$ cat src/rtl/fdma_pkg.sv
package fdma_pkg;

    localparam int FRAME_DIM_W     = 11;
    localparam int WINDOW_HALF_W   = 10;
    localparam int THRESHOLD_W     = 8;
    localparam int PIXEL_W         = 8;
    localparam int CFG_INDEX_W     = 2;
    localparam int CFG_DATA_W      = 11;

    localparam int MAX_FRAME_PIXELS_DEF = 524288;
    localparam int COORD_BITS_DEF       = 10;

    localparam int WORK_QUEUE_DEPTH   = 4;
    localparam int RESULT_QUEUE_DEPTH = 2;

    localparam logic [FRAME_DIM_W-1:0]   FRAME_WIDTH_RST    = 11'd640;
    localparam logic [FRAME_DIM_W-1:0]   FRAME_HEIGHT_RST   = 11'd480;
    localparam logic [WINDOW_HALF_W-1:0] WINDOW_HALF_RST    = 10'd200;
    localparam logic [THRESHOLD_W-1:0]   DIFF_THRESHOLD_RST = 8'd140;

    localparam logic CMD_PIXEL   = 1'b0;
    localparam logic CMD_SILENCE = 1'b1;

    localparam logic [CFG_INDEX_W-1:0] REG_FRAME_WIDTH    = 2'd0;
    localparam logic [CFG_INDEX_W-1:0] REG_FRAME_HEIGHT   = 2'd1;
    localparam logic [CFG_INDEX_W-1:0] REG_WINDOW_HALF    = 2'd2;
    localparam logic [CFG_INDEX_W-1:0] REG_DIFF_THRESHOLD = 2'd3;

    typedef struct packed {
        logic               cmd;
        logic [PIXEL_W-1:0] gray_level;
    } t_in_item;

    typedef struct packed {
        logic motion;
        logic alarm_on;
        logic alarm_started;
    } t_out_item;

    typedef struct packed {
        logic               silence;
        logic               check;
        logic               last;
        logic               report;
        logic [PIXEL_W-1:0] gray_level;
    } t_token;

    typedef struct packed {
        t_token             tok;
        logic [PIXEL_W-1:0] old_level;
    } t_work;

endpackage

$ cat src/rtl/fdma_front.sv
module fdma_front #(
    parameter int MAX_FRAME_PIXELS = fdma_pkg::MAX_FRAME_PIXELS_DEF,
    parameter int COORD_BITS       = fdma_pkg::COORD_BITS_DEF
) (
    input  logic                                i_clk,
    input  logic                                i_rst_n,
    input  logic                                i_accept,
    input  fdma_pkg::t_in_item                  i_item,
    input  logic                                i_restart,
    input  logic [fdma_pkg::FRAME_DIM_W-1:0]    i_frame_width,
    input  logic [fdma_pkg::FRAME_DIM_W-1:0]    i_frame_height,
    input  logic [fdma_pkg::WINDOW_HALF_W-1:0]  i_window_half,
    output fdma_pkg::t_token                    o_tok,
    output logic                                o_store,
    output logic [$clog2(MAX_FRAME_PIXELS)-1:0] o_addr
);

    localparam int AddrW = $clog2(MAX_FRAME_PIXELS);
    localparam int DimW  = (COORD_BITS + 1 > fdma_pkg::FRAME_DIM_W) ?
                           COORD_BITS + 1 : fdma_pkg::FRAME_DIM_W;
    localparam int IdxW  = (2 * (COORD_BITS + 1) > AddrW + 1) ?
                           2 * (COORD_BITS + 1) : AddrW + 1;
    localparam int SumW  = ((COORD_BITS > fdma_pkg::WINDOW_HALF_W) ?
                           COORD_BITS : fdma_pkg::WINDOW_HALF_W) + 2;

    logic [COORD_BITS-1:0] r_col, r_row, n_col, n_row;
    logic [IdxW-1:0]       r_idx, n_idx;
    logic                  r_ref_valid, n_ref_valid;

    logic [DimW-1:0]       w_dim, h_dim, dim_top;
    logic [COORD_BITS:0]   w, h;
    logic [SumW-1:0]       x_s, y_s, mx_s, my_s, hw_s;
    logic                  col_last, row_last, last, idx_ok, x_in, y_in;
    logic                  is_pixel;

    function automatic logic [DimW-1:0] clamp_dim(input logic [DimW-1:0] v,
                                                  input logic [DimW-1:0] top);
        logic [DimW-1:0] res;
        res = v;
        if (v < DimW'(2)) begin
            res = DimW'(2);
        end else if (v > top) begin
            res = top;
        end
        return res;
    endfunction

    assign dim_top = DimW'(1) << COORD_BITS;
    assign w_dim   = clamp_dim(DimW'(i_frame_width), dim_top);
    assign h_dim   = clamp_dim(DimW'(i_frame_height), dim_top);
    assign w       = w_dim[COORD_BITS:0];
    assign h       = h_dim[COORD_BITS:0];

    assign col_last = ({1'b0, r_col} == w - 1'b1);
    assign row_last = ({1'b0, r_row} == h - 1'b1);
    assign last     = col_last && row_last;
    assign idx_ok   = (r_idx < IdxW'(MAX_FRAME_PIXELS));

    assign x_s  = SumW'(r_col);
    assign y_s  = SumW'(r_row);
    assign mx_s = SumW'(w >> 1);
    assign my_s = SumW'(h >> 1);
    assign hw_s = SumW'(i_window_half);
    assign x_in = (x_s + hw_s >= mx_s) && (x_s < mx_s + hw_s);
    assign y_in = (y_s + hw_s >= my_s) && (y_s < my_s + hw_s);

    assign is_pixel = (i_item.cmd == fdma_pkg::CMD_PIXEL);

    always_comb begin
        o_tok.gray_level = i_item.gray_level;
        o_tok.silence    = !is_pixel;
        o_tok.check      = is_pixel && idx_ok && r_ref_valid && x_in && y_in;
        o_tok.last       = is_pixel && last;
        o_tok.report     = is_pixel && last && r_ref_valid;
        o_store          = is_pixel && idx_ok;
        o_addr           = r_idx[AddrW-1:0];
    end

    always_comb begin
        n_col       = r_col;
        n_row       = r_row;
        n_idx       = r_idx;
        n_ref_valid = r_ref_valid;
        if (i_restart) begin
            n_col       = '0;
            n_row       = '0;
            n_idx       = '0;
            n_ref_valid = 1'b0;
        end else if (i_accept && is_pixel) begin
            if (col_last) begin
                n_col = '0;
                n_row = row_last ? '0 : r_row + 1'b1;
            end else begin
                n_col = r_col + 1'b1;
            end
            n_idx = last ? '0 : r_idx + 1'b1;
            if (last) begin
                n_ref_valid = 1'b1;
            end
        end
    end

    always_ff @(posedge i_clk) begin
        if (!i_rst_n) begin
            r_col       <= '0;
            r_row       <= '0;
            r_idx       <= '0;
            r_ref_valid <= 1'b0;
        end else begin
            r_col       <= n_col;
            r_row       <= n_row;
            r_idx       <= n_idx;
            r_ref_valid <= n_ref_valid;
        end
    end

endmodule

$ cat config.mk
export PLATFORM = sky130hd
export DESIGN_NAME = fdma_front
export DESIGN_NICKNAME = d
export VERILOG_FILES = /design/src/rtl/fdma_pkg.sv /design/src/rtl/fdma_front.sv
export SDC_FILE = /design/constraint.sdc
export NUM_CORES = 1
export LEC_CHECK = 0
export BUFFER_PORTS_ARGS = -buffer_cell sky130_fd_sc_hd__buf_2
export CORE_MARGIN = 2
export CORE_UTILIZATION = 55
export CTS_BUF_LIST = sky130_fd_sc_hd__clkbuf_8
export DETAILED_ROUTE_END_ITERATION = 10
export PLACE_DENSITY = 0.81
export SLEW_MARGIN = 0
export SYNTH_ARGS = -nofsm -noshare
export SYNTH_HDL_FRONTEND = slang
export SYNTH_SLANG_ARGS = --single-unit
$ cat constraint.sdc
create_clock -name i_clk -period 5.3 [get_ports i_clk]
set_clock_uncertainty 0.05 [all_clocks]
set_input_delay 1.06 -clock i_clk [delete_from_list [all_inputs] [get_ports i_clk]]
set_output_delay 1.06 -clock i_clk [all_outputs]
set_load 0.02 [all_outputs]
==> results.json <==
{
  "status": "finished, violations left",
  "violations": "setup timing",
  "worstPathCellList": "buf_2 -> or4_4 -> nor2_4 -> nor2_1 -> nor2_1 -> ha_2 -> fa_1 -> a21o_1 -> a21oi_2 -> nor2b_1 -> o21a_1 -> o21a_1 -> o21a_1 -> nor2_1 -> xor2_1 -> ha_1 -> a2111oi_4 -> nand2_1 -> a31oi_1 -> a311oi_1 -> nor4_2 -> buf_4",
  "htreeDepth": 2,
  "antenna_found_initial": 0,
  "synthFlopType": "dfxtp_1",
  "viasPerCell": 5.87,
  "reg2reg_from": "r_col[6]",
  "insertion_delay_ns": 0.30,
  "syn_nets": 837,
  "grt_pass1_vias": 5414,
  "num-nets-final": 929,
  "peakVddDrop_mv": 0.106,
  "p_comb_share_pct": 34.5,
  "share_seq_of_total_power_pct": 33.8,
  "tightest_slew_ns": 0.739,
  "cpPeakStageDelay_ns": 0.56,
  "cp.required_ns": 4.19,
  "pin_count": 77,
  "fmax_mhz": 171,
  "relSlewSlack_pct": 50.2,
  "p_total_mw": 0.961,
  "rsz0062_at_grt": "true",
  "end_kind": "output port",
  "cts-root-buf": "clkbuf_8",
  "hold-worst-slack_ns": 0.487,
  "cts_buffers": 5,
  "tns_ns": -0.655,
  "r2r_slack_ns": 2.25,
  "synthArstFlopShare_pct": 0,
  "areaGrowthSynthToFinish_pct": 18.7,
  "finalSetupViolCount": 3,
  "dr.first_iter.drc_count": 343,
  "hold_depth": 2,
  "syn_inst": 705,
  "place_area_um2": 6230,
  "synth-edff-count": 0,
  "detail-route-antenna-nets": 0,
  "worstSetupPathType": "input pin to output port",
  "p_clk_share_pct": 31.7,
  "wl_um": 15000,
  "p_switching_mw": 0.297,
  "cts_tree": "yes",
  "ff2ff_path_depth": 10,
  "synth_area_leaders": "ha_1, dfxtp_1, xnor2_1, xor2_1, nor2_1",
  "cts_max_path_buffers": 2,
  "cp_max_fo": 2,
  "final_area_um2": 6530,
  "ys_seq_elements": 43,
  "num_rows": 36,
  "hold_path_end": "r_idx[16]",
  "postCtsHoldBufs": 0,
  "die-area_um2": 10800,
  "grt_usage_pct": 26.6,
  "start_util_pct": 56.6,
  "sw_frac_of_total_pct": 30.9,
  "p_leak_nw": 3.08,
  "hp-class": "flop to flop",
  "worstHoldStart": "r_idx[16]",
  "grt_max_degree": 22,
  "synth_warnings": 0,
  "p_int_mw": 0.664,
  "final_hold_viol_count": 0,
  "period_minus_slack_ns": 5.85,
  "worstSetupStartpointType": "input pin",
  "yosysTopAreaCell": "ha_1",
  "wl_per_cell_um": 16.1,
  "core_um2": 9730,
  "numPortBuffers": 60,
  "synth_cell_types": 72,
  "gp_congestion": 0.926,
  "slowest_stage": "or4_4",
  "pre_cts_ws_ns": -0.551,
  "die_y_um": 104,
  "syn_area_per_cell_um2": 7.81,
  "drive_gt1_share_pct": 23.7,
  "synth_area_um2": 5510,
  "drc": 0,
  "cp.arrival_ns": 4.74,
  "drt_first_pass_iters": 6,
  "overflow": 0,
  "power.density_nw_per_um2": 147,
  "layout_setup_ws_ns": -0.555,
  "r2r_end": "r_idx[8]",
  "synth_top_area_share_pct": 18.9,
  "maxCapViolations": 0,
  "n_antenna_cell": 0,
  "drv_slew": 0,
  "hpwlAfterDp_um": 11600,
  "min_period_over_period_pct": 110,
  "grt_pass1_wl_um": 24300,
  "clk_pin_slew_worst_paths_ns": 0.08,
  "cts_sinks": 43,
  "vias": 5469,
  "seq_area_frac_synth_pct": 15.6,
  "fillers": 783,
  "fp.dieW_um": 104
}
==> critical path: cells and delay by family <==
kind                     cells  cell delay [ns]
buffers and inverters        2             0.28
XOR/XNOR                     1             0.14
AO/OA/AOI/OAI                8             1.15
adder cells (fa/ha/maj)      3             0.72
AND/OR/NAND/NOR              8             1.38
==> cells in the final DEF (no fill, tap or decap), drive strengths merged, types with 7 or more instances in the layout <==
| master | instances |
|---|---|
| nor2 | 75 |
| or3 | 9 |
| nand2b | 12 |
| nand4 | 11 |
| nand3 | 17 |
| dfxtp | 43 |
| nand2 | 57 |
| or4 | 7 |
| xnor2 | 45 |
| xor2 | 37 |
| a21oi | 49 |
| inv | 35 |
| nor2b | 10 |
| ha | 83 |
| o21bai | 8 |
| o21a | 10 |
| buf | 136 |
| a31oi | 7 |
| o21ai | 28 |
| nor3 | 11 |
| nor4 | 10 |
| and3 | 8 |
| a21o | 23 |
==> kinds of logic (layout without fill, tap and decap cells) <==
kind of cell               count (synthesis)  count (layout)  share of synthesized area (%)
AOI/OAI and AO/OA                        158             158                           19.1
xor gates and xnor gates                  82              82                           13.0
adders and majority gates                 87              87                           20.3
and+or+nand+nor                          244             244                           22.7
buffers and inverters                     86             179                           8.23
muxes                                      5               5                           1.02
DFF                                       43              43                           15.6
==> layout make-up <==
cell class | instances | area [µm²] | area share, %
flip-flops and latches | 43 | 861 | 13.2
inverters | 35 | 131 | 2.01
multi-input cells | 576 | 4350 | 66.6
clock buffers | 5 | 68.8 | 1.05
repair buffers | 136 | 890 | 13.6
well taps | 133 | 166 | 2.55
clock inverters | 3 | 63.8 | 0.977
==> synth_stat cells (all sizes together), types with 10 or more instances <==
master	count
xor2	37
xnor2	45
clkbuf	10
a21o	23
buf	41
inv	34
nand2b	12
nor2b	10
nor2	75
ha	83
nand3	17
nand2	57
dfxtp	43
a21oi	49
o21ai	28
nor3	11
nor4	10
o21a	10
nand4	11
==> flip-flops by register name, summed over array words and instances (netlist names) <==
| register | count |
|---|---|
| r_ref_valid | 1 |
| r_col | 10 |
| r_row | 10 |
| r_idx | 22 |
==> metal layers <==
layer	up-vias	global-route usage (%)	wire (µm)
met5	-	0	0
met4	0	9.65	374
met3	37	3.13	703
met2	179	48.5	7630
met1	2593	31.9	6290
li1	2660	-	-
==> what timing repair did <==
item	4_1_cts	5_1_grt
pin swaps	3	10
gates resized for setup	9	17
hold endpoints to repair	0	0
endpoints found under the setup margin	3	3
setup buffers	2	5
==> per-stage QoR <==
step	instances	util, %
3_5_place_dp	917	64.0
3_3_place_gp	917	64.0
4_1_cts	927	66.1
5_1_grt	931	67.2
2_1_floorplan	705	-
6_report	931	67.2
==> worst max-delay path by stage <==
| stage | startpoint | endpoint | slack [ns] |
|---|---|---|---|
| after CTS | i_frame_height[8] | o_tok[10] | -0.54 |
| after global routing | i_frame_height[8] | o_tok[10] | -0.84 |
| final | i_frame_height[8] | o_tok[10] | -0.55 |
| after floorplan | i_frame_height[8] | o_tok[10] | -0.35 |
| after global placement | i_frame_height[8] | o_tok[10] | -0.47 |
| after detailed placement | i_frame_height[8] | o_tok[10] | -0.55 |
==> power by group through the flow <==
stage          Sequential (mW)  Combinational (mW)  Clock [mW]
2_1_floorplan            0.332               0.208           0
3_3_place_gp             0.332               0.296           0
3_5_place_dp             0.332               0.312           0
4_1_cts                  0.325               0.321       0.306
5_1_grt                  0.325               0.365       0.327
6_report                 0.325               0.332       0.305
(Power assumes the default switching activity.)
