File: config.mk
export PLATFORM = sky130hd
export DESIGN_NAME = fdma_fifo
export DESIGN_NICKNAME = d
export VERILOG_FILES = /design/src/rtl/fdma_fifo.sv
export SDC_FILE = /design/constraint.sdc
export NUM_CORES = 1
export LEC_CHECK = 0
export ABC_AREA = 1
export BUFFER_PORTS_ARGS = -buffer_cell sky130_fd_sc_hd__buf_4
export CAP_MARGIN = 20
export CELL_PAD_IN_SITES_DETAIL_PLACEMENT = 1
export CELL_PAD_IN_SITES_GLOBAL_PLACEMENT = 1
export CORE_MARGIN = 4
export CORE_UTILIZATION = 40
export DETAILED_ROUTE_END_ITERATION = 10
export PLACE_DENSITY_LB_ADDON = 0.1
export SETUP_SLACK_MARGIN = 0.4
export SKIP_CTS_REPAIR_TIMING = 1
export SYNTH_ARGS = -nofsm -noshare
export SYNTH_HDL_FRONTEND = slang
export SYNTH_SLANG_ARGS = --single-unit
export TNS_END_PERCENT = 30
File: constraint.sdc
create_clock -name i_clk -period 2.2 [get_ports i_clk]
set_clock_uncertainty 0.2 [all_clocks]
set_input_delay 0.22 -clock i_clk [delete_from_list [all_inputs] [get_ports i_clk]]
set_output_delay 0.22 -clock i_clk [all_outputs]
set_load 0.02 [all_outputs]
File: src/rtl/fdma_fifo.sv
module fdma_fifo #(
    parameter type t_data = logic,
    parameter int  DEPTH  = 4,
    parameter int  SLACK  = 0
) (
    input  logic  i_clk,
    input  logic  i_rst_n,
    input  logic  i_push,
    input  t_data i_data,
    output logic  o_full,
    input  logic  i_pop,
    output t_data o_data,
    output logic  o_empty
);

    localparam int PtrW = (DEPTH > 1) ? $clog2(DEPTH) : 1;
    localparam int CntW = $clog2(DEPTH + 1);

    t_data            r_mem [DEPTH];
    logic [PtrW-1:0]  r_wr, r_rd, n_wr, n_rd;
    logic [CntW-1:0]  r_count, n_count;
    logic             do_push, do_pop;

    assign do_push = i_push && (r_count != CntW'(DEPTH));
    assign do_pop  = i_pop && (r_count != '0);

    always_comb begin
        n_wr    = r_wr;
        n_rd    = r_rd;
        n_count = r_count;
        if (do_push) begin
            n_wr = (r_wr == PtrW'(DEPTH - 1)) ? '0 : r_wr + 1'b1;
        end
        if (do_pop) begin
            n_rd = (r_rd == PtrW'(DEPTH - 1)) ? '0 : r_rd + 1'b1;
        end
        if (do_push && !do_pop) begin
            n_count = r_count + 1'b1;
        end else if (do_pop && !do_push) begin
            n_count = r_count - 1'b1;
        end
    end

    always_ff @(posedge i_clk) begin
        if (!i_rst_n) begin
            r_wr    <= '0;
            r_rd    <= '0;
            r_count <= '0;
        end else begin
            r_wr    <= n_wr;
            r_rd    <= n_rd;
            r_count <= n_count;
        end
    end

    always_ff @(posedge i_clk) begin
        if (do_push) begin
            r_mem[r_wr] <= i_data;
        end
    end

    assign o_data  = r_mem[r_rd];
    assign o_empty = (r_count == '0);
    assign o_full  = (r_count >= CntW'(DEPTH - SLACK));

endmodule

==> results.md, run 1 <==
- Outcome: finished, final reports clean
- Leak Pwr: 0.4052 nW
- DP Worst Slack: 244.6 ps
- Crit path required time: 2170 ps
- First-pass GRT wire length: between 2000 and 2500 um
- Worst Path Max Fanout: 4
- Core box area: 0.001577 mm^2
- CTS tree: built
- Finished Cell Area: 859.6 um^2
- Max_slew headroom: between 80% and 90%
- Syn Nets: 94
- Longest Clk Path Bufs: 2
- Total track usage: 12.69%
- Setup ws final: 309.6 ps
- Layout area overhead: 24.23%
- Setup TNS: 0 ps
- RSZ-0062 raised after global routing: yes
- Setup Crit Path Kind: flip-flop to flip-flop
- Die X: between 40 and 50 um
- Post-Syn Area: approximately 690 um^2
- Synth Flop Type: dfxtp_1
- Final Hold Viols: 0
- Number of nets in the layout: 110
- Vias in the first global route: 540
- Fillcell total: slightly below 200
- CTS buffer count: 3
- Crit path DAT: around 1900 ps
- ANT cells: 0
- TritonCTS Sinks: 13
- Cells after Synth: 82
- Starting DRT DRC Count: 2
- Largest net degree at the start of global routing: 8
- Fin. max-slew vios: 0
- Combinational share of power: around 52%
- Worst slew pin tran: 154.7 ps
- Syn. warnings: 0
- DRT Pass-1 Iters: 4
- Area share of the largest cell type after synthesis: 26.04%
- Power Total: 0.001130 W
- Via/cell ratio: 4.770
- Port Buf Inserts: 7
- Post-route minimum period: 1890 ps
- Area of placed instances: 763.2 um^2
- DR WL/cell: 11.86 um
- Switch Pwr: 0.0004721 W
- HP Class: input pin to flip-flop
- Post-synth top area cell: dfxtp_1
- Clock Power Share: 12.9%
- Final period utilization: ~86%
- Seq/Total Area, Yosys: approximately 43%
- FP Rows: 14
- Initial antenna violation count: 0
- Die Span Y: 49.59 um
- Max_cap viols: 0
- EDFF count, synth: 4
- Vias: 539
- Synth unique cells: 18
- Remaining Overflow, GRT: 0
- Crit start category: flip-flop
- GPL Wtd Cong: 0.7165
- Synth async-reset ratio: 0%
- Syn_area_per_cell: 8.438 um^2
- # DRC: 0
- Top-count cell post-synth: nor2_1
- Peak supply drop: 0.0008980 V
- Ranking of synthesized cells by area: dfxtp_1 26%, edfxtp_1 17%, ha_1 11%
- Pint: 0.0006577 W
- CP Capture Type: flip-flop
- Total length of routed wires: 1340 um
- Starting Density: 43.89%
- Top post-synthesis cells by count: 16 x nor2_1, 15 x inv_1, 9 x dfxtp_1
- Share of cells above drive strength 1: 32.99%
- CTS clk-pin slew, worst paths: 80 ps
- Final ANT Viol Nets: 0
- Switching Fraction: 41.79%
- Register share of total power: 35.3%
- Pwr dens: 1314 mW/mm^2
- H-tree depth: 1
- Ports: 8
- Root Buffer: clkbuf_4
- Fmax: 529.0 MHz
- Yosys reg bits: 13
- Later-pin clock latency in the skew report: 270 ps
- # setup viols final: 0
- Post-DP HPWL: approximately 1000 um
- Die area: 0.002459 mm^2
-- critical path, cell delays in order (launching register included) --
cell and delay, ps:
dfxtp_4 370, nor2_4 160, nand2_4 80, nand2_4 90
inv_2 50, ha_4 150, inv_2 50, fa_2 430
o21ai_2 150, nor2_1 50
-- power groups by stage --
stage	logic, W	clock network (W)	registers [W]
floorplan	0.000375	0	0.000377
global placement	0.000481	0	0.000390
detailed placement	0.000499	0	0.000393
CTS	0.000503	0.000156	0.000388
global route	0.000667	0.000168	0.000412
finish	0.000585	0.000146	0.000399
-- kinds of logic after synthesis --
family                   Yosys count  synth area share, %
AND/OR/NAND/NOR                   37                27.85
buffers and inverters             17                9.221
flip-flops                        13                43.40
AO/OA/AOI/OAI                      8                5.785
adder cells (fa/ha/maj)            7                13.74
-- worst paths after layout --
path | from | endpoint | slack (ps) | cells past startpoint
min reg2reg | r_count[0] | r_count[0] | 330 | 2
max reg2reg | r_count[0] | r_count[1] | 310 | 9
min | i_rst_n | r_count[1] | 20 | 3
max | r_count[0] | r_count[1] | 310 | 9
-- cell usage in the layout, fill, tap and decap left out, drive strengths merged --
cell         instances
fa                   1
nand4                1
dfxtp                9
dlygate4sd3          1
buf                 11
edfxtp               4
clkbuf               4
ha                   6
a21oi                3
nand2               14
nand3b               2
nor2                19
nand3                1
inv                 16
o21ai                5
-- per-stage QoR --
| step | hold WS [ps] | util [%] | std cells |
|---|---|---|---|
| floorplan | 118.9 | - | 82 |
| finish | 16.71 | 54.52 | 113 |
| global route | 14.04 | 54.52 | 113 |
| detailed placement | 229.8 | 48.41 | 104 |
| global placement | 221.7 | 48.41 | 104 |
| CTS | -68.65 | 50.08 | 108 |
-- layout make-up --
class                      instances  area (um^2)  area share, %
clock buffer                       4        26.28          3.057
inverter                          16        60.06          6.987
multi-input combinational         52        351.6          40.90
sequential                        13        309.0          35.95
tap                               16        20.02          2.329
timing repair buffer              12        92.59          10.77
-- layer usage --
| metal | GRT usage, % | share of wire (%) | vias to the layer above | wire length, um |
|---|---|---|---|---|
| li1 | - | - | 280 | - |
| met2 | 19.38 | 51 | 8 | 681 |
| met4 | 5.530 | 1.6 | 0 | 21 |
| met1 | 14.84 | 42 | 249 | 569 |
| met5 | 0 | 0 | - | 0 |
| met3 | 6.325 | 5.1 | 2 | 68 |
(Power assumes the default switching activity.)
==> run 2: changes to the inputs <==
--- a/config.mk
+++ b/config.mk
@@ -11,7 +11,7 @@
 export CELL_PAD_IN_SITES_DETAIL_PLACEMENT = 1
 export CELL_PAD_IN_SITES_GLOBAL_PLACEMENT = 1
 export CORE_MARGIN = 4
-export CORE_UTILIZATION = 40
+export CORE_UTILIZATION = 37
 export DETAILED_ROUTE_END_ITERATION = 10
 export PLACE_DENSITY_LB_ADDON = 0.1
 export SETUP_SLACK_MARGIN = 0.4
==> constraint.sdc (replaced) <==
create_clock -name i_clk -period 1.7 [get_ports i_clk]
set_clock_uncertainty 0.2 [all_clocks]
set_input_delay 0.17 -clock i_clk [delete_from_list [all_inputs] [get_ports i_clk]]
set_output_delay 0.17 -clock i_clk [all_outputs]
set_load 0.02 [all_outputs]
==> run 2 against run 1 <==
The run now ends with hold timing, setup timing left. Cell area up 16%. Non-clock buffer count up 9. Count of clock-buffer cells in the layout unchanged. Die area up 6.8%. Hold slack worse by 51 ps.
==> results.md, run 2 (synthesis gave the netlist of run 1 again) <==
- DRT Pass-1 Iters: 2
- Max_slew headroom: 87.83%
- Clock Power Share: 11.1%
- Final Hold Slack: -33.99 ps
- Crit path DAT: 1800 ps
- Port Buf Inserts: 7
- Fillcell total: approximately 210
- Fmax: 548.4 MHz
- FP Rows: 15
- Crit path required time: around 1700 ps
- Crit start category: flip-flop
- Total track usage: 13.08%
- ANT cells: 0
- # setup viols final: 2
- Setup ws final: -123.5 ps
- Longest Clk Path Bufs: 2
- Max_cap viols: 0
- Setup Crit Path Kind: flip-flop to flip-flop
- Total length of routed wires: roughly 1500 um
- Via/cell ratio: 4.382
- Combinational share of power: 60.0%
- Die X: 51.25 um
- Die Span Y: between 50 and 60 um
- Later-pin clock latency in the skew report: 270 ps
- Leading cell type in the layout, fill and taps excluded: buf_4
- Worst Path Max Fanout: 2
- Pint: 0.001004 W
- Final Hold Viols: 1
- Remaining Overflow, GRT: 0
- Switch Pwr: 0.0007098 W
- Starting DRT DRC Count: 1
- RSZ-0062 raised after global routing: yes
- Die area: between 0.002 and 0.003 mm^2
- H-tree depth: 1
- First-pass GRT wire length: 2539 um
- CP Capture Type: flip-flop
- Final period utilization: 107.3%
- Failing checks: hold timing, setup timing
- CP delay by family, top: adder cells
- DR WL/cell: 11.55 um
- HP Class: input pin to flip-flop
- Slowest-stage cell, CP: fa_2
- Post-route minimum period: between 1500 and 2000 ps
- Starting Density: around two fifths
- Fin cells: 131
- Number of nets in the layout: between 100 and 150
- Final ANT Viol Nets: 0
- Post-DP HPWL: about 1000 um
- Register share of total power: 28.9%
- TritonCTS Sinks: 13
- Placed Cells: 121
- Root Buffer: clkbuf_4
- CP max stage delay: ~440 ps
- Leak Pwr: between 0.4 and 0.5 nW
- Worst slew pin tran: 182.3 ps
- Multi-input logic area: 395.4 um^2
- GPL Wtd Cong: 0.7738
- DP Worst Slack: -98.19 ps
- Commonest non-fill, non-tap cells in the layout: 17 x buf_4, 11 x nor2_1, 10 x inv_1
- CTS clk-pin slew, worst paths: 80 ps
- Share of cells above drive strength 1: ~50%
- Pwr dens: 1723 mW/mm^2
- # DRC: 0
- Utilization after layout: 56.99%
- Core box area: around 0.0017 mm^2
- CP Cell Sequence: nor2_4 > nand2_2 > nand2_4 > inv_2 > ha_4 > inv_2 > fa_2 > o21ai_2 > nor2_1
- CP most frequent cell: inv_2
- Largest net degree at the start of global routing: 8
- Layout area overhead: 43.76%
- Worst Path Buf+Inv: 2
- Switching Fraction: roughly two fifths
- Finished Cell Area: approximately 990 um^2
- Vias in the first global route: around 620
- CTS tree: built
- Area of placed instances: 852.1 um^2
- Ports: 8
- Register area: 307.8 um^2
- Fin. max-slew vios: 0
- Outcome: complete, but fails checks
- CTS buffer count: 3
- Vias: 574
- Initial antenna violation count: 0
- Peak supply drop: 0.0008499 V
run 2: final timing paths:
path                                  from    endpoint  slack, ps  cells after the start
worst max-delay path            r_count[0]  r_count[1]       -120                      9
worst max register to register  r_count[0]  r_count[1]       -120                      9
worst min register to register     r_rd[1]     r_rd[1]        340                      2
worst min-delay path                i_push     r_wr[1]        -30                      3
run 2: power by group through the flow:
| stage | clock [W] | combinational (W) | sequential, W |
|---|---|---|---|
| 2_1_floorplan | 0 | 0.000517 | 0.000492 |
| 3_3_place_gp | 0 | 0.000797 | 0.000496 |
| 3_5_place_dp | 0 | 0.000819 | 0.000498 |
| 6_report | 0.000191 | 0.00103 | 0.000495 |
| 4_1_cts | 0.000203 | 0.000829 | 0.000491 |
| 5_1_grt | 0.000223 | 0.00116 | 0.000510 |
run 2: layout make-up:
cell class                      count  share of cell area [%]
Multi-Input combinational cell     52                   39.75
Sequential cell                    13                   30.94
Timing Repair Buffer               21                   17.48
Inverter                           16                   6.038
Tap cell                           25                   3.145
Clock buffer                        4                   2.642
run 2: metrics by stage:
stage | power (W) | TNS (ps)
2_1_floorplan | 0.001009 | -126.7
3_3_place_gp | 0.001293 | -101.6
3_5_place_dp | 0.001317 | -179.3
4_1_cts | 0.001523 | -235.0
5_1_grt | 0.001891 | -437.4
6_report | 0.001714 | -213.2
run 2: metal layers:
metal	vias up	GRT usage (%)	wire length, um
met5	-	0	0
met4	0	3.930	14
met3	2	5.248	57
met2	8	22.75	769
met1	265	14.57	671
li1	299	-	-
run 2: tightest hold or removal path: cells and delay by family:
family / cells / cell delay [ps]
AO/OA/AOI/OAI: 1 / 60
AND/OR/NAND/NOR: 1 / 70
buffers and inverters: 1 / 100
==> run 3: changes to the inputs <==
--- a/config.mk
+++ b/config.mk
@@ -11,7 +11,7 @@
 export CELL_PAD_IN_SITES_DETAIL_PLACEMENT = 1
 export CELL_PAD_IN_SITES_GLOBAL_PLACEMENT = 1
 export CORE_MARGIN = 4
-export CORE_UTILIZATION = 37
+export CORE_UTILIZATION = 40
 export DETAILED_ROUTE_END_ITERATION = 10
 export PLACE_DENSITY_LB_ADDON = 0.1
 export SETUP_SLACK_MARGIN = 0.4
==> constraint.sdc (replaced) <==
create_clock -name i_clk -period 1.8 [get_ports i_clk]
set_clock_uncertainty 0.2 [all_clocks]
set_input_delay 0.18 -clock i_clk [delete_from_list [all_inputs] [get_ports i_clk]]
set_output_delay 0.18 -clock i_clk [all_outputs]
set_load 0.02 [all_outputs]
==> run 3 against run 2 <==
The run still ends with hold timing, setup timing left. Die area shrank 6.4%. First-iteration DRC count rose to 7.0 times the previous value. Critical endpoint is now r_count[2]. Via count down 0.70%. Highest routed layer unchanged. Worst setup slack improved by 78 ps. Non-clock buffer count fell by 5. Largest power group unchanged. Critical path type unchanged. Maximum frequency fell by 1.2%. Total power down 8.8%. Sequential share of layout area grew 3.1 points.
==> results.md, run 3 (synthesis gave the netlist of run 1 again) <==
- Fillcell total: just under 200
- HP Class: input pin to flip-flop
- CP delay by family, top: simple AND/OR/NAND/NOR gates
- Longest Clk Path Bufs: 2
- CP Capture Type: flip-flop
- DR WL/cell: 13.66 um
- ANT cells: 0
- DRT Pass-1 Iters: 4
- Fin. max-slew vios: 0
- Fin cells: about 120
- Post-DP HPWL: 1123 um
- Starting Density: a little over two fifths
- CP Cell Sequence: nor2_4 > nand2_4 > nand2_4 > ha_4 > inv_4 > fa_2 > nand2_2 > nand4_1 > nand2_1 > nor2_1
- Worst Path Max Fanout: 2
- Failing checks: hold timing, setup timing
- Fmax: 541.9 MHz
- Slowest-stage cell, CP: dfxtp_4
- CP most frequent cell: nand2_4
- Pwr dens: 1728 mW/mm^2
- Vias: 570
- Crit start category: flip-flop
- Via/cell ratio: 4.872
- Max_cap viols: 0
- # DRC: 0
- Leading cell type in the layout, fill and taps excluded: nor2_1
- Number of nets in the layout: 114
- Ports: 8
- Layout area overhead: 30.74%
- Core box area: 0.001577 mm^2
- Root Buffer: clkbuf_4
- Outcome: complete, but fails checks
- Post-route minimum period: roughly 1800 ps
- CTS clk-pin slew, worst paths: 90 ps
- Crit path DAT: 1830 ps
- Max_slew headroom: 85.50%
- RSZ-0062 raised after global routing: yes
- Initial antenna violation count: 0
- Leak Pwr: 0.4271 nW
- Placed Cells: 108
- Final Hold Slack: -18.70 ps
- CTS buffer count: 3
- Final Hold Viols: 6
- First-pass GRT wire length: between 2000 and 3000 um
- CP max stage delay: 360 ps
- Largest net degree at the start of global routing: 8
- FP Rows: 14
- Final period utilization: 102.5%
- Peak supply drop: 0.0009059 V
- Die area: 0.002459 mm^2
- H-tree depth: 1
- Port Buf Inserts: 7
- Later-pin clock latency in the skew report: 270 ps
- # setup viols final: 2
- Utilization after layout: 57.38%
- Commonest non-fill, non-tap cells in the layout: 16 x nor2_1, 14 x buf_4, 10 x inv_1
- Share of cells above drive strength 1: between 40% and 50%
- Worst slew pin tran: 217.1 ps
- Die Span Y: 49.59 um
- Total track usage: between 10 and 15%
- Setup Crit Path Kind: flip-flop to flip-flop
- Die X: 49.59 um
- CTS tree: built
- Final ANT Viol Nets: 0
- TritonCTS Sinks: 13
- Worst Path Buf+Inv: 1
- Starting DRT DRC Count: 7
- Remaining Overflow, GRT: 0
- Setup ws final: -45.40 ps
- Vias in the first global route: 595
- Crit path required time: 1780 ps
- Total length of routed wires: about 1600 um
- GPL Wtd Cong: about 0.83
==> run 3: path summary, 6_finish.rpt <==
| path | start | to | slack [ps] | cells past startpoint |
|---|---|---|---|---|
| worst max-delay path | r_count[0] | r_count[2] | -50 | 10 |
| worst min-delay path | i_rst_n | r_count[1] | -20 | 3 |
| worst max register to register | r_count[0] | r_count[2] | -50 | 10 |
| worst min register to register | r_rd[0] | r_rd[0] | 360 | 4 |
==> run 3: layout make-up <==
| type | count | area (um^2) | area share, % |
|---|---|---|---|
| clock buffer | 4 | 26.28 | 2.905 |
| inverter | 16 | 62.56 | 6.916 |
| multi-input combinational | 52 | 361.6 | 39.97 |
| sequential | 13 | 307.8 | 34.02 |
| tap | 16 | 20.02 | 2.213 |
| timing repair buffer | 16 | 126.4 | 13.97 |
==> run 3: metrics by stage <==
stage | hold slack, ps | total power (W) | worst slack [ps] | TNS (ps) | area (um^2)
after global routing | -13.89 | 0.001706 | -207.3 | -323.8 | 904.6
after detailed placement | 193.8 | 0.001207 | -53.88 | -55.38 | 810.8
after floorplan | 78.87 | 0.0009531 | -5.042 | -5.042 | 711.9
after global placement | 181.8 | 0.001168 | 24.29 | 0 | 810.8
after CTS | -98.03 | 0.001405 | -92.21 | -105.6 | 837.1
final | -18.70 | 0.001563 | -45.40 | -82.02 | 904.6
==> run 3: tightest hold or removal path: cells and delay by family <==
| kind | cells | cell delay [ps] |
|---|---|---|
| AO/OA/AOI/OAI | 1 | 60 |
| buffers and inverters | 1 | 140 |
| AND/OR/NAND/NOR | 1 | 40 |
==> run 3: report_power, final <==
part	leakage, nW	switching (W)	total (W)	internal [W]
Clock	0.0150	0.0000972	0.000183	0.0000858
Combinational	0.299	0.000491	0.000908	0.000417
Sequential	0.113	0.0000743	0.000472	0.000398
==> run 3: routing by layer <==
layer,up-vias,global-route usage [%],wire [um]
met5,-,0,0
li1,289,-,-
met4,0,5.530,8
met3,2,3.012,40
met2,10,25.55,864
met1,269,16.33,685
