==> src/rtl/fdma_pkg.sv <==
package fdma_pkg;

    localparam int FRAME_DIM_W     = 11;
    localparam int WINDOW_HALF_W   = 10;
    localparam int THRESHOLD_W     = 8;
    localparam int PIXEL_W         = 8;
    localparam int CFG_INDEX_W     = 2;
    localparam int CFG_DATA_W      = 11;

    localparam int MAX_FRAME_PIXELS_DEF = 524288;
    localparam int COORD_BITS_DEF       = 10;

    localparam int WORK_QUEUE_DEPTH   = 4;
    localparam int RESULT_QUEUE_DEPTH = 2;

    localparam logic [FRAME_DIM_W-1:0]   FRAME_WIDTH_RST    = 11'd640;
    localparam logic [FRAME_DIM_W-1:0]   FRAME_HEIGHT_RST   = 11'd480;
    localparam logic [WINDOW_HALF_W-1:0] WINDOW_HALF_RST    = 10'd200;
    localparam logic [THRESHOLD_W-1:0]   DIFF_THRESHOLD_RST = 8'd140;

    localparam logic CMD_PIXEL   = 1'b0;
    localparam logic CMD_SILENCE = 1'b1;

    localparam logic [CFG_INDEX_W-1:0] REG_FRAME_WIDTH    = 2'd0;
    localparam logic [CFG_INDEX_W-1:0] REG_FRAME_HEIGHT   = 2'd1;
    localparam logic [CFG_INDEX_W-1:0] REG_WINDOW_HALF    = 2'd2;
    localparam logic [CFG_INDEX_W-1:0] REG_DIFF_THRESHOLD = 2'd3;

    typedef struct packed {
        logic               cmd;
        logic [PIXEL_W-1:0] gray_level;
    } t_in_item;

    typedef struct packed {
        logic motion;
        logic alarm_on;
        logic alarm_started;
    } t_out_item;

    typedef struct packed {
        logic               silence;
        logic               check;
        logic               last;
        logic               report;
        logic [PIXEL_W-1:0] gray_level;
    } t_token;

    typedef struct packed {
        t_token             tok;
        logic [PIXEL_W-1:0] old_level;
    } t_work;

endpackage

==> src/rtl/fdma_back.sv <==
module fdma_back (
    input  logic                              i_clk,
    input  logic                              i_rst_n,
    input  logic                              i_restart,
    input  logic [fdma_pkg::THRESHOLD_W-1:0]  i_diff_threshold,
    input  logic                              i_work_empty,
    input  fdma_pkg::t_work                   i_work,
    output logic                              o_work_pop,
    input  logic                              i_res_full,
    output logic                              o_res_push,
    output fdma_pkg::t_out_item               o_res
);

    logic [fdma_pkg::PIXEL_W-1:0] diff;
    logic                         take, hit, motion_now;
    logic                         r_motion_seen, n_motion_seen;
    logic                         r_alarm, n_alarm;

    assign take = !i_work_empty && !i_res_full;
    assign diff = (i_work.tok.gray_level > i_work.old_level) ?
                  i_work.tok.gray_level - i_work.old_level :
                  i_work.old_level - i_work.tok.gray_level;
    assign hit        = i_work.tok.check && (diff > i_diff_threshold);
    assign motion_now = r_motion_seen || hit;

    always_comb begin
        n_motion_seen       = r_motion_seen;
        n_alarm             = r_alarm;
        o_res_push          = 1'b0;
        o_res.motion        = motion_now;
        o_res.alarm_on      = r_alarm || motion_now;
        o_res.alarm_started = motion_now && !r_alarm;
        if (i_restart) begin
            n_motion_seen = 1'b0;
        end else if (take) begin
            if (i_work.tok.silence) begin
                n_alarm = 1'b0;
            end else if (i_work.tok.report) begin
                o_res_push    = 1'b1;
                n_alarm       = r_alarm || motion_now;
                n_motion_seen = 1'b0;
            end else if (i_work.tok.last) begin
                n_motion_seen = 1'b0;
            end else begin
                n_motion_seen = motion_now;
            end
        end
    end

    assign o_work_pop = take;

    always_ff @(posedge i_clk) begin
        if (!i_rst_n) begin
            r_motion_seen <= 1'b0;
            r_alarm       <= 1'b0;
        end else begin
            r_motion_seen <= n_motion_seen;
            r_alarm       <= n_alarm;
        end
    end

endmodule
==> config.mk <==
export PLATFORM = sky130hd
export DESIGN_NAME = fdma_back
export DESIGN_NICKNAME = d
export VERILOG_FILES = /design/src/rtl/fdma_pkg.sv /design/src/rtl/fdma_back.sv
export SDC_FILE = /design/constraint.sdc
export NUM_CORES = 1
export LEC_CHECK = 0
export BUFFER_PORTS_ARGS = -buffer_cell sky130_fd_sc_hd__clkbuf_2
export CAP_MARGIN = 5
export CORE_MARGIN = 10
export CORE_UTILIZATION = 44
export CTS_CLUSTER_SIZE = 24
export DETAILED_ROUTE_END_ITERATION = 10
export PLACE_DENSITY_LB_ADDON = 0.1
export RECOVER_POWER = 25
export REMOVE_ABC_BUFFERS = 1
export SLEW_MARGIN = 40
export SYNTH_ARGS = -nofsm -noshare
export SYNTH_HDL_FRONTEND = slang
export SYNTH_SLANG_ARGS = --single-unit
==> constraint.sdc <==
create_clock -name i_clk -period 4.7 [get_ports i_clk]
set_clock_uncertainty 0.15 [all_clocks]
set_input_delay 0.94 -clock i_clk [delete_from_list [all_inputs] [get_ports i_clk]]
set_output_delay 0.94 -clock i_clk [all_outputs]
set_load 0.05 [all_outputs]
==> out/results.ini, run 1 <==
[outcome]
status=complete, but fails checks
violations=negative setup slack

[clock_tree]
clk_pin_slew_worst_paths_ns=0.03
clock-sinks=2
clock_path_buffers=2
cts_buffers=3
h-tree-depth=1
cts_tree=yes
clkLatencyLatePin_ns=0.23
root_buffer=clkbuf_4

[worst_setup_path]
cp_common_cell=a21oi_2
critPathLaunchType=input port
path_class=in -> out
path_cells=buf_8 > inv_4 > ha_4 > inv_2 > fa_2 > nand3_2 > a21oi_2 > o32ai_4 > buf_6 > mux2_2 > ha_1 > nor2b_2 > o21a_1 > o21ai_2 > a21oi_2 > o221ai_4 > a21oi_2 > buf_12
cp.depth=18
crit_buf_inv=5
crit_family=compound AO/OA/AOI/OAI gates
crit_arrival_ns=3.94
cp_slowest_cell=o32ai_4
reg2reg_depth=2
path_max_fanout=4
slowest_delay_ns=0.36
critPathCaptureType=output pin
critPathRequiredTime_ns=3.61

[floorplanning]
start_util=0.455
pin_count=38
dieArea_um2=4570
num_rows=17
die_w_um=67.6
fp.dieH_um=67.6
coreArea_um2=2190

[timing]
finalSetupViolations=3
fmax_mhz=199
finalWorstSetupSlack_ns=-0.327
rsz0062_at_grt=true
tightest_slew_ns=0.599
finalMaxSlewViolations=0
fin_crit_ns=5.03
hold_ws_ns=0.360
period_share=1.07
slew_headroom=0.602
hold_viol_final=0

[global_routing]
first_global_vias=1268
overflow=0
antenna_found_initial=0
grtUsageTotal=0.133
grt_max_degree=6
grt_pass1_wl_um=5040

[route]
avgViaCountPerCell=5.01
routed_wl_um=2990
drc=0
first_pass_iters=4
vias=1147
drt_iter0_markers=27
antenna_left=0
drt-wirelength-per-cell_um=13.0

[synth]
syn_avg_cell_area_um2=7.55
yosysWarnings=0
netlist_area_um2=996
async_reset_ff_frac=0
yosys.cell_types.count=32
synth_edf_count=0
synthFlopType=dfxtp_1
yosysSeqAreaShare=0.0402
syn_inst=132
ys_ff_latch=2

[finish]
final_nets=261
syn_to_final_growth_pct=62.4
num_antenna_cells=0
final_core_util=0.738
drive_gt1_frac=0.502

[flow_run]
max-cap-violations=0

[hold_path]
whs_path_depth=2
worstHoldPathType=reg -> reg

[placement]
io_buffers=37
dpl.hpwl_um=2410
gp_congestion=0.929

[power_and_ir_drop]
power.switching_w=0.000144
internal_power_w=0.000183
p_leak_nw=0.857
finalPower_w=0.000326
power_frac_comb=0.826
switching_share=0.440
irDropWorstVdd_v=0.000226
p_seq_frac=0.053
power_density_nw_per_um2=202
p_clk_frac=0.121

-- path summary, 6_finish.rpt --
check	to	start	slack [ns]
setup reg to reg	r_motion_seen	r_motion_seen	3.80
hold reg to reg	r_motion_seen	r_motion_seen	0.36
hold / removal	r_motion_seen	r_motion_seen	0.36
setup / recovery	o_res[0]	i_work[8]	-0.33
-- power by group through the flow --
stage	Sequential [W]	Clock (W)	Combinational (W)
floorplan	0.0000176	0	0.000132
global placement	0.0000176	0	0.000213
detailed placement	0.0000176	0	0.000218
CTS	0.0000174	0.0000425	0.000241
global route	0.0000174	0.0000423	0.000296
finish	0.0000174	0.0000394	0.000270
-- synthesized netlist by cell type, types with 2 or more instances --
master	number	share of area
nor3_1	4	0.020
fa_1	2	0.040
nand2b_1	2	0.013
nand3_1	3	0.015
o21ai_0	7	0.035
nor4_1	2	0.013
mux2i_1	3	0.030
xnor2_1	3	0.026
ha_1	23	0.29
and2_1	2	0.013
xor2_1	3	0.026
a21oi_1	10	0.050
o41ai_1	2	0.018
nand2_1	4	0.015
nor2b_1	4	0.025
nor2_1	10	0.038
dfxtp_1	2	0.040
nand4_1	4	0.025
inv_1	26	0.098
a21o_1	2	0.015
mux2_2	3	0.034
-- repair_timing --
action | 4_1_cts | 5_1_grt
setup endpoints to repair | 3 | 3
pin swaps | 13 | 13
hold buffers | 0 | 0
setup buffers | 2 | 2
resized for setup | 23 | 19
-- tightest hold or removal path, cell delays in order (launching register included) --
cell     delay [ns]
dfxtp_1        0.31
nand2_1        0.06
o32ai_1        0.08
-- registers in the layout, summed over array words and instances, names as in the netlist --
register	count
r_alarm	1
r_motion_seen	1
-- per-layer routing --
metal,global-route usage,routed length (um)
met5,0,0
met1,0.152,1250
met2,0.246,1570
met3,0.0264,173
met4,0.0231,0
-- cell type report --
type                    count  area [um^2]
repair buffers             68          465
multi-input cells         102          955
well taps                  28         35.0
clock buffers               3         22.5
flip-flops and latches      2         40.0
inverters                  26          100
fillers                   191          573
-- logic make-up (layout without fill, tap and decap cells) --
kind of cell | Yosys count | after routing | share of synthesized area
and+or+nand+nor | 38 | 38 | 0.198
buffers and inverters | 28 | 97 | 0.117
AOI/OAI and AO/OA | 27 | 27 | 0.198
adders and majority gates | 25 | 25 | 0.329
xor gates and xnor gates | 6 | 6 | 0.0528
muxes | 6 | 6 | 0.0641
DFF | 2 | 2 | 0.0402
-- cell usage in the layout, fill, tap and decap left out, drive strengths merged --
| master | count |
|---|---|
| o221ai | 1 |
| o41ai | 2 |
| a221oi | 1 |
| nor2b | 4 |
| nand2 | 4 |
| ha | 23 |
| nor3 | 4 |
| o32ai | 2 |
| nor2 | 10 |
| xor2 | 3 |
| nand4 | 4 |
| clkbuf | 36 |
| nor3b | 1 |
| nand3 | 3 |
| a211oi | 1 |
| nand3b | 1 |
| o21ai | 7 |
| a21o | 2 |
| dfxtp | 2 |
| fa | 2 |
| mux2 | 3 |
| xnor2 | 3 |
| a21oi | 10 |
| nor4 | 2 |
| mux2i | 3 |
| o21a | 1 |
| buf | 35 |
| inv | 26 |
| and2 | 3 |
| nand2b | 2 |
-- per-stage QoR --
| stage | setup slack (ns) | TNS, ns | area [um^2] | instances |
|---|---|---|---|---|
| 3_3_place_gp | -0.595 | -1.77 | 1420 | 222 |
| 6_report | -0.327 | -0.948 | 1620 | 229 |
| 5_1_grt | -0.477 | -1.38 | 1620 | 229 |
| 3_5_place_dp | -0.645 | -1.92 | 1420 | 222 |
| 2_1_floorplan | -0.795 | -1.85 | 977 | 130 |
| 4_1_cts | -0.396 | -1.16 | 1540 | 227 |
No activity file was read; power rests on OpenSTA's default activity.
==> run 2, diff against run 1 <==
Settings changed: CORE_UTILIZATION 44 to 53, SKIP_LAST_GASP set to 1.
Clock period 4.7 ns to 6.45 ns, I/O delays scaled along.
==> run 2 against run 1 <==
  * The run now ends clean
  * Die area decreased by 12%
  * Largest cell class unchanged
  * Global-route usage down 0.90 points
  * Sequential cell count unchanged
  * Critical path type unchanged
  * Highest routed layer is now met4
  * Critical path depth decreased by 1
==> out/results.ini, run 2 (synthesized netlist as in run 1, its figures left out) <==
[clock_tree]
cts_resized=0
clk_pin_slew_worst_paths_ns=0.03
cts_tree=yes
clock_path_buffers=2
post_cts_buffers=0
clkLatencyLatePin_ns=0.22
root_buffer=clkbuf_4
cts_hold_buf=0
h-tree-depth=1
clock-sinks=2
cts_buffers=3

[placement]
dpl.hpwl_um=2250
gp_congestion=0.871
dp_slack_ns=0.241
io_buffers=37

[timing]
finalWorstSetupSlack_ns=0.383
tns_ns=0
period_share=0.941
rsz0062_at_grt=false
tightest_slew_ns=0.603
hold_viol_final=0
finalMaxSlewViolations=0
finalSetupViolations=0
fmax_mhz=165
hold_ws_ns=0.345
fin_crit_ns=6.07
slew_headroom=0.600

[finish]
final_nets=231
syn_to_final_growth_pct=23.4
reg_top3=r_alarm: 1 flops, r_motion_seen: 1 flops
final.fill_count=167
drive_gt1_frac=0.281
final_cell_mix=36 x clkbuf_2, 26 x inv_1, 23 x ha_1, 10 x a21oi_1, 10 x nor2_1
num_antenna_cells=0
final_common_cell=clkbuf_2

[power_and_ir_drop]
p_leak_nw=0.686
power_density_nw_per_um2=140
finalPower_w=0.000172
irDropWorstVdd_v=0.000132

[route]
drc=0
vias=1007
drt-wirelength-per-cell_um=12.5
wl_met3_um=137
antenna_left=0
avgViaCountPerCell=5.14
top_layer=met4
wl_met1_um=1110
wl_met2_um=1190
routed_wl_um=2450
first_pass_iters=4
drt_iter0_markers=15

[worst_setup_path]
path_max_fanout=7
critPathCaptureType=output pin
path_class=in -> out
crit_arrival_ns=4.63
critPathLaunchType=input port
critPathRequiredTime_ns=5.01

[global_routing]
antenna_found_initial=0
grt_max_degree=8
first_global_vias=1065
overflow=0
grt_pass1_wl_um=4340
grtUsageTotal=0.124

[floorplanning]
start_util=0.571
dieArea_um2=4010
fp.dieH_um=63.4
coreArea_um2=1750
num_rows=15
die_w_um=63.4
pin_count=38

[hold_path]
worstHoldPathType=reg -> reg

[flow_run]
max-cap-violations=0

[outcome]
status=completed

[run 2: metrics by stage]
stage	std cells	cell area, um^2	util
CTS	196	1220	0.701
detailed placement	193	1200	0.688
global placement	193	1200	0.688
finish	196	1230	0.704
global route	196	1230	0.704
floorplan	130	977	-
[run 2: critical path, cell delays in order]
cell and delay (ns):
clkbuf_2 0.09, inv_1 0.05, ha_1 0.15, inv_1 0.05, fa_1 0.37, nand3_1 0.11, a21oi_1 0.10, o32ai_4 0.41
mux2_2 0.39, a221oi_2 0.23, xnor2_1 0.10, ha_1 0.29, nand4_1 0.16, a21oi_1 0.20, o221ai_2 0.17, a21oi_1 0.17
clkbuf_2 0.29
[run 2: report_power, final]
part	internal (W)	leakage, nW	switching [W]	total, W
registers	0.0000126	0.0161	0.0000000830	0.0000127
logic	0.0000560	0.656	0.0000764	0.000132
clock network	0.0000205	0.0138	0.00000634	0.0000268
[run 2: layer usage]
layer	up-vias	global-route usage
met5	-	0
met4	0	0.0246
met3	2	0.0424
met2	26	0.216
met1	443	0.141
li1	536	-
[run 2: final timing paths]
check	start	end	slack, ns	cells past startpoint
setup / recovery	i_work[8]	o_res[0]	0.38	17
hold / removal	r_motion_seen	r_motion_seen	0.34	2
setup reg to reg	r_motion_seen	r_motion_seen	5.59	2
hold reg to reg	r_motion_seen	r_motion_seen	0.34	2
[run 2: cell type report]
class | instances | area (um^2) | share of cell area
sequential | 2 | 40.0 | 0.0326
inverter | 26 | 97.6 | 0.0794
clock buffer | 3 | 22.5 | 0.0183
timing repair buffer | 38 | 191 | 0.156
tap | 25 | 31.3 | 0.0255
multi-input combinational | 102 | 846 | 0.688
==> run 3, diff against run 2 <==
Settings changed: BUFFER_PORTS_ARGS -buffer_cell sky130_fd_sc_hd__clkbuf_2 to unset, CORE_UTILIZATION 53 to 56, DONT_BUFFER_PORTS set to 1.
==> run 3 against run 2 <==
  * Count of clock-buffer cells in the layout stayed put
  * Wire length is 9.6% lower
  * Critical endpoint unchanged
  * Global-route usage is 0.44 points lower
  * Setup slack better by 0.040 ns
  * Register-to-register slack hardly changed
  * Final cell count is 18% lower
  * Combinational power is 9.8% lower
  * Sequential cell count stayed put
  * Largest cell class unchanged
==> out/results.ini, run 3 (synthesized netlist as in run 1, its figures left out) <==
[timing]
slew_headroom=0.404
finalMaxSlewViolations=0
hold_viol_final=0
rsz0062_at_grt=false
period_share=0.934
tightest_slew_ns=0.890
fin_crit_ns=6.03
hold_ws_ns=0.342
finalSetupViolations=0
fmax_mhz=166
tns_ns=0

[power_and_ir_drop]
irDropWorstVdd_v=0.000131
power.switching_w=0.0000747
p_leak_nw=0.543
p_seq_frac=0.081
p_clk_frac=0.165
internal_power_w=0.0000827
power_frac_comb=0.755
switching_share=0.475
power_density_nw_per_um2=149

[worst_setup_path]
critPathCaptureType=output pin
critPathRequiredTime_ns=5.01
path_class=in -> out
critPathLaunchType=input port
path_max_fanout=7
crit_arrival_ns=4.59

[placement]
gp_congestion=0.846
io_buffers=0
dpl.hpwl_um=2020

[floorplanning]
die_w_um=62.2
start_util=0.583
num_rows=15
fp.dieH_um=62.2
pin_count=38
coreArea_um2=1710
dieArea_um2=3870

[finish]
final_common_cell=inv_1
syn_to_final_growth_pct=6.03
reg_top3=r_alarm: 1 flops, r_motion_seen: 1 flops
final_nets=196
num_antenna_cells=0
drive_gt1_frac=0.103
final_cell_mix=26 x inv_1, 23 x ha_1, 10 x a21oi_1, 10 x nor2_1, 7 x o21ai_0

[route]
drt_iter0_markers=25
avgViaCountPerCell=5.50
vias=886
antenna_left=0
drt-wirelength-per-cell_um=13.7
drc=0
first_pass_iters=4
routed_wl_um=2210

[hold_path]
worstHoldPathType=reg -> reg

[clock_tree]
post_cts_buffers=0
cts_resized=0
cts_buffers=3
h-tree-depth=1
cts_tree=yes
cts_hold_buf=0
root_buffer=clkbuf_4
clk_pin_slew_worst_paths_ns=0.03
clock-sinks=2
clkLatencyLatePin_ns=0.21
clock_path_buffers=2

[global_routing]
antenna_found_initial=0
grt_max_degree=8
first_global_vias=933
overflow=0
grt_pass1_wl_um=3950
grtUsageTotal=0.119

[outcome]
status=completed

[flow_run]
max-cap-violations=0

-- run 3: cell types whose count changed in the layout (fill, tap and decap cells not counted) --
cell | previous run | this run
buf_4 | 1 | 3
clkbuf_1 | 1 | 0
clkbuf_2 | 36 | 0
nand2_1 | 4 | 3
nand2_2 | 0 | 1
o221ai_1 | 0 | 1
o221ai_2 | 1 | 0
-- run 3: cell type report --
class	instances	area, um^2
sequential	2	40.0
tap	25	31.3
multi-input combinational	102	842
timing repair buffer	3	22.5
fill	173	652
clock buffer	3	22.5
inverter	26	97.6
-- run 3: worst paths after layout --
kind	startpoint	to	slack (ns)	depth (start not counted)
worst max-delay path	i_work[8]	o_res[0]	0.42	18
worst min-delay path	r_motion_seen	r_motion_seen	0.34	2
worst max register to register	r_alarm	r_alarm	5.59	3
worst min register to register	r_motion_seen	r_motion_seen	0.34	2
-- run 3: metrics by stage --
stage / util / instances / worst slack, ns / area (um^2) / power, W
3_3_place_gp: 0.604 / 158 / 0.443 / 1030 / 0.000129
5_1_grt: 0.618 / 161 / 0.00196 / 1060 / 0.000179
6_report: 0.618 / 161 / 0.423 / 1060 / 0.000157
3_5_place_dp: 0.605 / 158 / 0.323 / 1030 / 0.000132
2_1_floorplan: - / 130 / 0.255 / 977 / 0.000109
4_1_cts: 0.618 / 161 / 0.341 / 1060 / 0.000160
-- run 3: worst max-delay path, cell delays in order --
cell,delay [ns]
inv_1,0.04
ha_1,0.16
inv_1,0.05
fa_1,0.38
nand3_1,0.11
a21oi_1,0.10
o32ai_4,0.34
buf_4,0.22
mux2i_1,0.32
a221oi_2,0.12
xnor2_1,0.14
ha_1,0.29
nor2b_1,0.13
o21ai_0,0.14
nand2b_1,0.07
o221ai_1,0.37
a21oi_1,0.13
buf_4,0.20
-- run 3: metal layers --
metal / vias to the layer above / GRT usage / wire length, um
met3: 2 / 0.0430 / 194
met1: 396 / 0.126 / 892
met4: 0 / 0.0429 / 14
met2: 25 / 0.210 / 1110
met5: - / 0 / 0
li1: 463 / - / -
-- run 3: power by group through the flow --
| stage | Combinational (W) | Clock (W) | Sequential, W |
|---|---|---|---|
| after global routing | 0.000136 | 0.0000302 | 0.0000127 |
| after floorplan | 0.0000961 | 0 | 0.0000128 |
| after global placement | 0.000116 | 0 | 0.0000128 |
| final | 0.000119 | 0.0000259 | 0.0000127 |
| after CTS | 0.000120 | 0.0000272 | 0.0000127 |
| after detailed placement | 0.000119 | 0 | 0.0000128 |
